`src/rtl/core/ecfs_pkg.sv`:
```
// Package for the exposure coarse/fine sweep controller.
// Holds field widths, search constants, result kind codes and the transaction structs.
// No dependencies.
`default_nettype none

package ecfs_pkg;

  localparam int EXPOSURE_BITS      = 16;
  localparam int GRADE_BITS         = 16;
  localparam int CFG_BITS           = 16;
  localparam int MAX_EXPOSURE_RESET = 10000;

  localparam int COARSE_STEPS = 10;
  localparam int WINDOW_STEPS = 3;
  localparam int FINE_DIV     = 50;
  localparam int HALF_DIV     = 2;

  localparam int QUEUE_DEPTH = 3;

  typedef enum logic [1:0] {
    KIND_MEASURE     = 2'd0,
    KIND_COARSE_BEST = 2'd1,
    KIND_FINAL       = 2'd2
  } kind_t;

  typedef struct packed {
    logic                  action;
    logic [GRADE_BITS-1:0] grade;
  } item_t;

  typedef struct packed {
    logic [EXPOSURE_BITS-1:0] exposure;
    kind_t                    kind;
    logic [GRADE_BITS-1:0]    best_grade;
    logic                     last;
  } result_t;

endpackage

`default_nettype wire

```
`src/rtl/core/exposure_coarse_fine_sweep.sv`:
```
// Top level of the exposure coarse/fine sweep controller.
// Depends on ecfs_pkg for widths, constants and the item/result structs.
`default_nettype none

// A start item (action 0) opens a search and requests exposure 0; each grade
// report (action 1) during a search answers the last request and yields the
// next request, the coarse-best exposure, or the final best. One item is
// accepted per clock while item_stall is low; its results are queued in a
// three-entry output queue and, with the queue empty, the first appears on
// result the cycle after acceptance. item_stall rises while the queue holds
// two or more results. The queue always holds two or more in the cycle after
// an item that yields two results, so item_stall holds off the next item; items
// that yield one result each follow back to back while the result side keeps
// draining. Coarse and fine step are derived from max_exposure by reciprocal
// multiplies in the cycles after a start; grades are never needed that early.
module exposure_coarse_fine_sweep (
  input  logic                          clk,
  input  logic                          rst,
  input  logic                          max_exposure_we,
  input  logic [ecfs_pkg::CFG_BITS-1:0] max_exposure_data,
  input  logic                          item_valid,
  output logic                          item_stall,
  input  ecfs_pkg::item_t               item,
  output logic                          result_valid,
  input  logic                          result_stall,
  output ecfs_pkg::result_t             result
);
  import ecfs_pkg::*;

  localparam int EB = EXPOSURE_BITS;
  localparam int GB = GRADE_BITS;

  localparam int D10_SHIFT = EB + 4;
  localparam int D10_W     = 2 * EB + 5;
  localparam logic [EB:0] D10_MUL =
    (EB+1)'(((64'd1 << D10_SHIFT) + 64'(COARSE_STEPS) - 64'd1) / 64'(COARSE_STEPS));

  localparam int D50_SHIFT = EB + 6;
  localparam int D50_W     = 2 * EB + 7;
  localparam logic [EB:0] D50_MUL =
    (EB+1)'(((64'd1 << D50_SHIFT) + 64'(FINE_DIV) - 64'd1) / 64'(FINE_DIV));

  typedef enum logic [1:0] {
    PH_IDLE,
    PH_FIRST,
    PH_COARSE,
    PH_FINE
  } phase_t;

  logic [EB-1:0] max_exposure;
  phase_t        phase, phase_next;
  logic [3:0]    coarse_count, coarse_count_next;
  logic [EB:0]   current_exposure, current_exposure_next;
  logic [EB-1:0] best_exposure, best_exposure_next;
  logic [GB-1:0] best_grade_kept, best_grade_kept_next;
  logic [EB-1:0] coarse_step, coarse_step_next;
  logic [EB-1:0] fine_end, fine_end_next;
  logic [EB-1:0] window_range, window_range_next;
  logic [EB-1:0] fine_step, fine_step_next;

  logic [D10_W-1:0] d10_prod;
  logic [D50_W-1:0] d50_prod;
  logic [EB-1:0]    d50_quot;
  logic [EB-1:0]    half;

  result_t    q [QUEUE_DEPTH];
  result_t    q_next [QUEUE_DEPTH];
  logic [1:0] q_count, q_count_next;
  logic [1:0] q_base;
  logic       pop;
  logic       accept;

  logic [1:0]    n_res;
  result_t       r0, r1;
  logic          grade_better;
  logic [GB-1:0] bg_take;
  logic [EB-1:0] be_take;
  logic [EB:0]   hi_sum;
  logic [EB-1:0] win_start, win_end;
  logic [EB:0]   fine_next;

  function automatic result_t make_result(logic [EB-1:0] exp, kind_t kind,
                                          logic [GB-1:0] bg, logic last);
    result_t r;
    r.exposure   = exp;
    r.kind       = kind;
    r.best_grade = bg;
    r.last       = last;
    return r;
  endfunction

  assign d10_prod         = D10_W'(max_exposure) * D10_W'(D10_MUL);
  assign coarse_step_next = d10_prod[D10_SHIFT +: EB];

  assign window_range_next = EB'((EB+2)'(coarse_step) * (EB+2)'(WINDOW_STEPS));
  assign half              = EB'(window_range / HALF_DIV);

  assign d50_prod       = D50_W'(window_range) * D50_W'(D50_MUL);
  assign d50_quot       = d50_prod[D50_SHIFT +: EB];
  assign fine_step_next = (d50_quot == '0) ? EB'(1) : d50_quot;

  assign item_stall   = (q_count >= 2'd2);
  assign accept       = item_valid && !item_stall;
  assign result_valid = (q_count != 2'd0);
  assign result       = q[0];
  assign pop          = result_valid && !result_stall;

  always_comb begin
    grade_better = item.grade > best_grade_kept;
    bg_take      = grade_better ? item.grade : best_grade_kept;
    be_take      = grade_better ? EB'(current_exposure) : best_exposure;

    hi_sum = (EB+1)'(be_take) + (EB+1)'(half);
    if (hi_sum > (EB+1)'(max_exposure)) begin
      win_start = (max_exposure >= window_range) ? max_exposure - window_range : '0;
      win_end   = max_exposure;
    end else if (be_take < half) begin
      win_start = '0;
      win_end   = window_range;
    end else begin
      win_start = be_take - half;
      win_end   = be_take + half;
    end

    fine_next = current_exposure + (EB+1)'(fine_step);
  end

  always_comb begin
    phase_next            = phase;
    coarse_count_next     = coarse_count;
    current_exposure_next = current_exposure;
    best_exposure_next    = best_exposure;
    best_grade_kept_next  = best_grade_kept;
    fine_end_next         = fine_end;
    n_res                 = 2'd0;
    r0                    = '0;
    r1                    = '0;
    if (accept) begin
      if (!item.action) begin
        phase_next            = PH_FIRST;
        coarse_count_next     = '0;
        current_exposure_next = '0;
        best_exposure_next    = '0;
        best_grade_kept_next  = '0;
        fine_end_next         = '0;
        n_res                 = 2'd1;
        r0                    = make_result('0, KIND_MEASURE, '0, 1'b1);
      end else begin
        case (phase)
          PH_FIRST: begin
            best_grade_kept_next  = item.grade;
            best_exposure_next    = '0;
            coarse_count_next     = 4'd1;
            current_exposure_next = (EB+1)'(coarse_step);
            phase_next            = PH_COARSE;
            n_res                 = 2'd1;
            r0 = make_result(coarse_step, KIND_MEASURE, item.grade, 1'b1);
          end
          PH_COARSE: begin
            best_grade_kept_next = bg_take;
            best_exposure_next   = be_take;
            if (coarse_count < 4'(COARSE_STEPS)) begin
              coarse_count_next     = coarse_count + 4'd1;
              current_exposure_next = current_exposure + (EB+1)'(coarse_step);
              n_res                 = 2'd1;
              r0 = make_result(EB'(current_exposure + (EB+1)'(coarse_step)),
                               KIND_MEASURE, bg_take, 1'b1);
            end else begin
              fine_end_next = win_end;
              n_res         = 2'd2;
              r0            = make_result(be_take, KIND_COARSE_BEST, bg_take, 1'b0);
              if (win_start < win_end) begin
                current_exposure_next = (EB+1)'(win_start);
                phase_next            = PH_FINE;
                r1 = make_result(win_start, KIND_MEASURE, bg_take, 1'b1);
              end else begin
                phase_next = PH_IDLE;
                r1         = make_result(be_take, KIND_FINAL, bg_take, 1'b1);
              end
            end
          end
          PH_FINE: begin
            best_grade_kept_next = bg_take;
            best_exposure_next   = be_take;
            n_res                = 2'd1;
            if (fine_next < (EB+1)'(fine_end)) begin
              current_exposure_next = fine_next;
              r0 = make_result(EB'(fine_next), KIND_MEASURE, bg_take, 1'b1);
            end else begin
              phase_next = PH_IDLE;
              r0         = make_result(be_take, KIND_FINAL, bg_take, 1'b1);
            end
          end
          default: begin
            n_res = 2'd0;
          end
        endcase
      end
    end
  end

  always_comb begin
    q_base = q_count - {1'b0, pop};
    for (int i = 0; i < QUEUE_DEPTH; i++) begin
      q_next[i] = q[i];
      if (pop && i < QUEUE_DEPTH - 1) begin
        q_next[i] = q[(i + 1) % QUEUE_DEPTH];
      end
      if (n_res != 2'd0 && 2'(i) == q_base) begin
        q_next[i] = r0;
      end else if (n_res == 2'd2 && 2'(i) == q_base + 2'd1) begin
        q_next[i] = r1;
      end
    end
    q_count_next = q_base + n_res;
  end

  always_ff @(posedge clk) begin
    if (rst) begin
      max_exposure     <= EB'(MAX_EXPOSURE_RESET);
      phase            <= PH_IDLE;
      coarse_count     <= '0;
      current_exposure <= '0;
      best_exposure    <= '0;
      best_grade_kept  <= '0;
      coarse_step      <= '0;
      fine_end         <= '0;
      q_count          <= '0;
    end else begin
      if (max_exposure_we) begin
        max_exposure <= EB'(max_exposure_data);
      end
      phase            <= phase_next;
      coarse_count     <= coarse_count_next;
      current_exposure <= current_exposure_next;
      best_exposure    <= best_exposure_next;
      best_grade_kept  <= best_grade_kept_next;
      fine_end         <= fine_end_next;
      if (accept && !item.action) begin
        coarse_step <= coarse_step_next;
      end
      q_count <= q_count_next;
    end
  end

  always_ff @(posedge clk) begin
    window_range <= window_range_next;
    fine_step    <= fine_step_next;
    for (int i = 0; i < QUEUE_DEPTH; i++) begin
      q[i] <= q_next[i];
    end
  end

endmodule

`default_nettype wire

```
`config.mk`:
```
export PLATFORM = sky130hd
export DESIGN_NAME = exposure_coarse_fine_sweep
export DESIGN_NICKNAME = d
export VERILOG_FILES = /design/src/rtl/core/ecfs_pkg.sv /design/src/rtl/core/exposure_coarse_fine_sweep.sv
export SDC_FILE = /design/constraint.sdc
export NUM_CORES = 1
export LEC_CHECK = 0
export BUFFER_PORTS_ARGS = -buffer_cell sky130_fd_sc_hd__clkbuf_2
export CORE_MARGIN = 2
export CORE_UTILIZATION = 35
export DETAILED_ROUTE_END_ITERATION = 16
export PLACE_DENSITY = 0.52
export SYNTH_ARGS = -nofsm -noshare
export SYNTH_HDL_FRONTEND = slang
export SYNTH_SLANG_ARGS = --single-unit
```
`constraint.sdc`:
```
create_clock -name clk -period 9.68 [get_ports clk]
set_input_delay 0.484 -clock clk [delete_from_list [all_inputs] [get_ports clk]]
set_output_delay 0.484 -clock clk [all_outputs]
set_load 0.01 [all_outputs]
```
==> impl_metrics.json, run 1 <==
{
  "peakVddDrop_uv": 506,
  "num-fill-cells": 7132,
  "portBuffers": 74,
  "cp.buffers_inverters": 4,
  "cts_sinks": 232,
  "cp_max_fo": 24,
  "finalCriticalPeriod_ns": 9.18,
  "p_per_area_nw_per_um2": 335,
  "cts_buffers": 29,
  "worst_pin_slew_ns": 1.18,
  "finalWorstSetupSlack_ns": 0.500,
  "final_nets": 3399,
  "synthMuxAreaShare_pct": 2.56,
  "grt-ovfl-total": 0,
  "post-place-ws_ns": 0.213,
  "start_util_pct": 35.5,
  "syn_area_um2": 25000,
  "slowest_delay_ns": 0.53,
  "async_flop_share_pct": 0,
  "grt_pass1_vias": 20500,
  "synth_common_cells": "400 x ha_1, 384 x inv_1, 209 x nand2_1",
  "core_um2": 70400,
  "p_leak_nw": 12.5,
  "dr.pass1.iters": 8,
  "critPathCaptureType": "register",
  "grt_max_degree": 77,
  "fmax_mhz": 109,
  "ys_types": 83,
  "hp-class": "input pin to register",
  "clockRootBuffer": "clkbuf_16",
  "cts_hold_buf": 0,
  "drv_cap": 0,
  "gp_congestion": 0.955,
  "yosys_warnings": 0,
  "chipHeight_um": 271,
  "drc": 0,
  "period_share_pct": 94.8,
  "ant_nets": 0,
  "crit_slowest_cell": "or4_1",
  "num_rows": 97,
  "antenna_found_initial": 1,
  "die_area_um2": 73500,
  "diodes": 0,
  "slew_viol_final": 0,
  "drt_first_iter_violations": 1772,
  "yosysMostFrequentCell": "ha_1",
  "synth_edf_count": 105,
  "area_growth_pct": 9.02,
  "placed_area_um2": 26200,
  "yosys.area_share.simple_pct": 10.6,
  "synth_top_area_cell": "ha_1",
  "ys_seq_elements": 232,
  "setup_viol": 0,
  "avgViaCountPerCell": 5.47,
  "rsz0062_at_grt": "false",
  "wl_per_cell_um": 22.0,
  "tns_ns": 0,
  "crit_family": "compound AO/OA/AOI/OAI gates",
  "synth_top_family_by_area": "adder cells",
  "final_cell_area_um2": 27200,
  "outcome": "finished clean",
  "hold_violations": 0,
  "cts_max_level": 1,
  "place_hpwl_mm": 65.7,
  "skew_ns": 0.0214,
  "crit_path_frequent_cell": "a21oi_1",
  "arrival_ns": 9.49,
  "wl_mm": 82.4,
  "cts_buffer_depth": 3,
  "seq_area_frac_synth_pct": 22.8,
  "synth_compound_area_share_pct": 18.2,
  "ys_top_cells_by_area": "ha_1 20%, fa_1 14%, edfxtp_1 13%, dfxtp_1 10%, inv_1 5.8%",
  "die_w_um": 271,
  "criticalPathCategory": "register to register",
  "grt_pass1_wl_mm": 126,
  "synth_xor_area_share_pct": 3.29,
  "start_kind": "register",
  "cts.clk_slew.worst_paths_ns": 0.06,
  "vias": 20500,
  "synthCells": 2775,
  "worst_ep_required_time_ns": 9.99,
  "clkLatencyLatePin_ns": 0.60,
  "synth_flop_cell": "dfxtp_1",
  "synthAdderAreaFrac_pct": 34.1,
  "synth_nets": 3388,
  "io_pins": 75,
  "cts_tree": "done",
  "grtUsageTotal_pct": 22.1,
  "drive_gt1_share_pct": 7.94,
  "syn_area_per_cell_um2": 9.00,
  "max-slew-margin-rel_pct": 20.3,
  "synth_top_area_share_pct": 20.0
}
-- final timing paths --
path                                         from                               to  slack (ns)  depth (start not counted)
setup / recovery  best_grade_kept[1]$_SDFFE_PP0P_               q[0][21]$_DFFE_PP_        0.50                         36
hold / removal              max_exposure_data[11]    max_exposure[11]$_SDFFE_PP0P_        0.13                          3
setup reg to reg  best_grade_kept[1]$_SDFFE_PP0P_               q[0][21]$_DFFE_PP_        0.50                         36
hold reg to reg   best_grade_kept[1]$_SDFFE_PP0P_  best_grade_kept[1]$_SDFFE_PP0P_        0.45                          2
-- stage by stage --
| step | hold slack, ns | total power, mW | utilization (%) | instances |
|---|---|---|---|---|
| global route | 0.150 | 10.1 | 38.7 | 3749 |
| CTS | 0.119 | 9.20 | 38.7 | 3749 |
| detailed placement | 0.448 | 7.99 | 37.3 | 3695 |
| global placement | 0.443 | 7.94 | 37.3 | 3695 |
| finish | 0.134 | 9.12 | 38.7 | 3749 |
| floorplan | 0.379 | 6.15 | - | 2775 |
-- metal layers --
metal | track usage, % | share of wire, %
met4 | 5.80 | 2.6
met5 | 0 | 0.023
met1 | 31.2 | 46
met3 | 2.32 | 5.5
met2 | 36.0 | 46
-- logic make-up (layout without fill, tap and decap cells) --
logic type               after synthesis  in the layout
AO/OA/AOI/OAI                        695            695
AND/OR/NAND/NOR                      595            595
multiplexers                          61             61
XOR/XNOR                              94             94
adder cells (fa/ha/maj)              575            575
flip-flops                           232            232
buffers and inverters                523            557
-- worst min-delay path: stages --
cell and delay, ns:
clkbuf_2 0.07, mux2i_1 0.05, nor2_1 0.07
-- area by class of cell --
cell class / instances / area, µm² / share of cell area, %
Multi-Input combinational cell: 2020 / 17200 / 63.3
Sequential cell: 232 / 5700 / 20.9
Clock buffer: 31 / 733 / 2.69
Clock inverter: 23 / 236 / 0.868
Timing Repair Buffer: 115 / 703 / 2.58
Tap cell: 940 / 1180 / 4.32
Inverter: 388 / 1460 / 5.36
-- state kept, by name (all words and copies together) (netlist names) --
signal and cells:
window_range 15, best_exposure 16, best_grade_kept 16, fine_end 16, max_exposure 16, q 105
q_count 2, coarse_step 13, fine_step 10, coarse_count 4, current_exposure 17, phase 2
-- layout by cell type, fill, tap and decap left out, drive strengths merged, types with 104 or more instances in the layout --
master,netlist,final
nor2,200,200
fa,175,175
o21ai,133,133
a21oi,201,201
ha,400,400
clkbuf,77,104
nand2,210,210
dfxtp,127,127
edfxtp,105,105
inv,385,388
-- timing repair --
item	CTS	global route
hold endpoints to repair	0	0
resized for setup	0	4
setup endpoints to repair	0	24
buffers inserted	0	0
-- where the power goes --
| group | switching [mW] | total, mW | leakage [nW] | internal [mW] |
|---|---|---|---|---|
| Sequential | 0.222 | 1.57 | 2.01 | 1.35 |
| Combinational | 3.83 | 6.43 | 10.0 | 2.60 |
| Clock | 0.460 | 1.12 | 0.478 | 0.657 |
| Total | 4.51 | 9.12 | 12.5 | 4.61 |
Note: power is estimated with default switching activity, not from simulation.
==> inputs of run 2 (changes only) <==
--- a/config.mk
+++ b/config.mk
@@ -6,6 +6,7 @@
 export NUM_CORES = 1
 export LEC_CHECK = 0
 export BUFFER_PORTS_ARGS = -buffer_cell sky130_fd_sc_hd__clkbuf_2
+export CORE_ASPECT_RATIO = 2
 export CORE_MARGIN = 2
 export CORE_UTILIZATION = 35
 export DETAILED_ROUTE_END_ITERATION = 16
==> constraint.sdc (replaced) <==
create_clock -name clk -period 8.8 [get_ports clk]
set_input_delay 0.44 -clock clk [delete_from_list [all_inputs] [get_ports clk]]
set_output_delay 0.44 -clock clk [all_outputs]
set_load 0.01 [all_outputs]
==> run 2 against run 1 <==
  * Worst hold slack worse by 0.056 ns
  * Non-clock buffer count up 73
  * Clock-buffer cell count shrank 4
  * Fmax grew 7.6%
  * Clock skew is 0.020 ns higher
  * Critical endpoint is now q[0][97]$_DFFE_PP_
  * Largest cell class unchanged
==> impl_metrics.json, run 2 (synthesis gave the netlist of run 1 again) <==
{
  "num-fill-cells": 7157,
  "outcome": "finished clean",
  "layout_common_cells": "393 x ha_1, 384 x inv_1, 209 x nand2_1, 196 x nor2_1, 192 x a21oi_1",
  "hp-class": "input pin to register",
  "ant_nets": 0,
  "gp_congestion": 0.958,
  "rrSetupSlack_ns": 0.26,
  "setup_viol": 0,
  "num_rows": 138,
  "worst_pin_slew_ns": 1.26,
  "largest_reg_flops": 105,
  "cts_buffers": 26,
  "dr.pass1.iters": 7,
  "grt_max_degree": 78,
  "largestRegisters": "q x105, current_exposure x17",
  "placed_area_um2": 26700,
  "final_cells": 3786,
  "peakVddDrop_uv": 234,
  "cts_buffer_depth": 3,
  "slew_viol_final": 0,
  "drive_gt1_share_pct": 11.5,
  "crit_family": "compound AO/OA/AOI/OAI gates",
  "fin_util_pct": 39.7,
  "diodes": 0,
  "skew_ns": 0.0417,
  "p_leak_nw": 12.9,
  "cp_max_fo": 11,
  "cts_max_level": 1,
  "use_met3_pct": 2.34,
  "crit_slowest_cell": "a2111o_1",
  "cts_sinks": 232,
  "portBuffers": 74,
  "r2r-start": "best_grade_kept[1]$_SDFFE_PP0P_",
  "drc": 0,
  "final_common_cell": "ha_1",
  "finalPower_mw": 10.7,
  "avgViaCountPerCell": 5.54,
  "grt_busiest_layer": "met2",
  "grtUsageTotal_pct": 24.4,
  "place_hpwl_mm": 73.7,
  "core_um2": 70800,
  "period_share_pct": 97.0,
  "clkLatencyLatePin_ns": 0.60,
  "worst_ep_required_time_ns": 9.08,
  "startpoint": "best_grade_kept[1]$_SDFFE_PP0P_",
  "final_nets": 3469,
  "place_inst": 3722,
  "start_kind": "register",
  "cts_tree": "done",
  "vias": 21000,
  "grt-ovfl-total": 0,
  "arrival_ns": 8.81,
  "p_per_area_nw_per_um2": 380,
  "drt_first_iter_violations": 971,
  "max-slew-margin-rel_pct": 15.7,
  "final_cell_area_um2": 28100,
  "finalCriticalPeriod_ns": 8.54,
  "crit_path_frequent_cell": "ha_1",
  "met1_usage_pct": 22.5,
  "clockRootBuffer": "clkbuf_16",
  "start_util_pct": 35.3,
  "hold_path_startpoint": "max_exposure_data[0]",
  "regMostFlops": "q",
  "cts.clk_slew.worst_paths_ns": 0.07,
  "die_area_um2": 73700,
  "hold_violations": 0,
  "io_pins": 75,
  "criticalPathCategory": "register to register",
  "chipHeight_um": 382,
  "area_growth_pct": 12.5,
  "antenna_found_initial": 0,
  "grt_pass1_wl_mm": 134,
  "die_w_um": 193,
  "fmax_mhz": 117,
  "grt_pass1_vias": 22300,
  "drv_cap": 0,
  "wl_per_cell_um": 23.8,
  "grtUsageMet2_pct": 46.5,
  "cp.buffers_inverters": 11,
  "wl_mm": 90.2,
  "slowest_delay_ns": 0.48,
  "critPathCaptureType": "register"
}
run 2: cell count changes in the layout (fill, tap and decap cells not counted), moves of 5 or more:
| cell | delta |
|---|---|
| a21oi_1 | -8 |
| a21oi_2 | +7 |
| buf_4 | +61 |
| clkinv_2 | -6 |
| ha_1 | -7 |
| ha_2 | +5 |
run 2: tightest hold or removal path: stages:
cell and delay [ns]:
clkbuf_2 0.08, mux2i_1 0.06, nor2_1 0.07
run 2: final cells by class:
cell class                      count  area (µm²)  area share, %
Clock buffer                       27         654           2.33
Clock inverter                     21         290           1.03
Inverter                          388        1460           5.20
Multi-Input combinational cell   2020       17500           62.1
Sequential cell                   232        5700           20.3
Tap cell                          910        1140           4.05
Timing Repair Buffer              188        1400           5.00
run 2: metal layers:
| layer | vias to the layer above | share of wire (%) |
|---|---|---|
| met5 | - | 0 |
| met4 | 0 | 11 |
| met3 | 315 | 3.5 |
| met2 | 672 | 53 |
| met1 | 10200 | 32 |
| li1 | 9821 | - |
run 2: through the flow:
stage / setup slack, ns / hold slack (ns) / setup TNS, ns
6_report: 0.265 / 0.0783 / 0
5_1_grt: -0.0292 / 0.0814 / -0.0652
4_1_cts: 0.205 / 0.0548 / 0
3_5_place_dp: 0.0792 / 0.448 / 0
3_3_place_gp: 0.123 / 0.444 / 0
2_1_floorplan: 0.206 / 0.379 / 0
run 2: power breakdown:
group	switching [mW]	leakage (nW)	internal, mW
Sequential	0.229	2.01	1.49
Combinational	4.47	10.5	3.24
Clock	0.526	0.452	0.724
Total	5.23	12.9	5.46
run 2: worst paths after layout:
kind,to,depth (start not counted)
hold reg to reg,best_grade_kept[13]$_SDFFE_PP0P_,2
setup / recovery,q[0][97]$_DFFE_PP_,45
hold / removal,max_exposure[0]$_SDFFE_PP0P_,3
setup reg to reg,q[0][97]$_DFFE_PP_,45
run 2: what timing repair did:
action | 4_1_cts | 5_1_grt
buffers inserted | 0 | 11
resized for setup | 0 | 56
hold buffers | 0 | 0
endpoints found under the hold margin | 0 | 0
setup endpoints to repair | 0 | 67
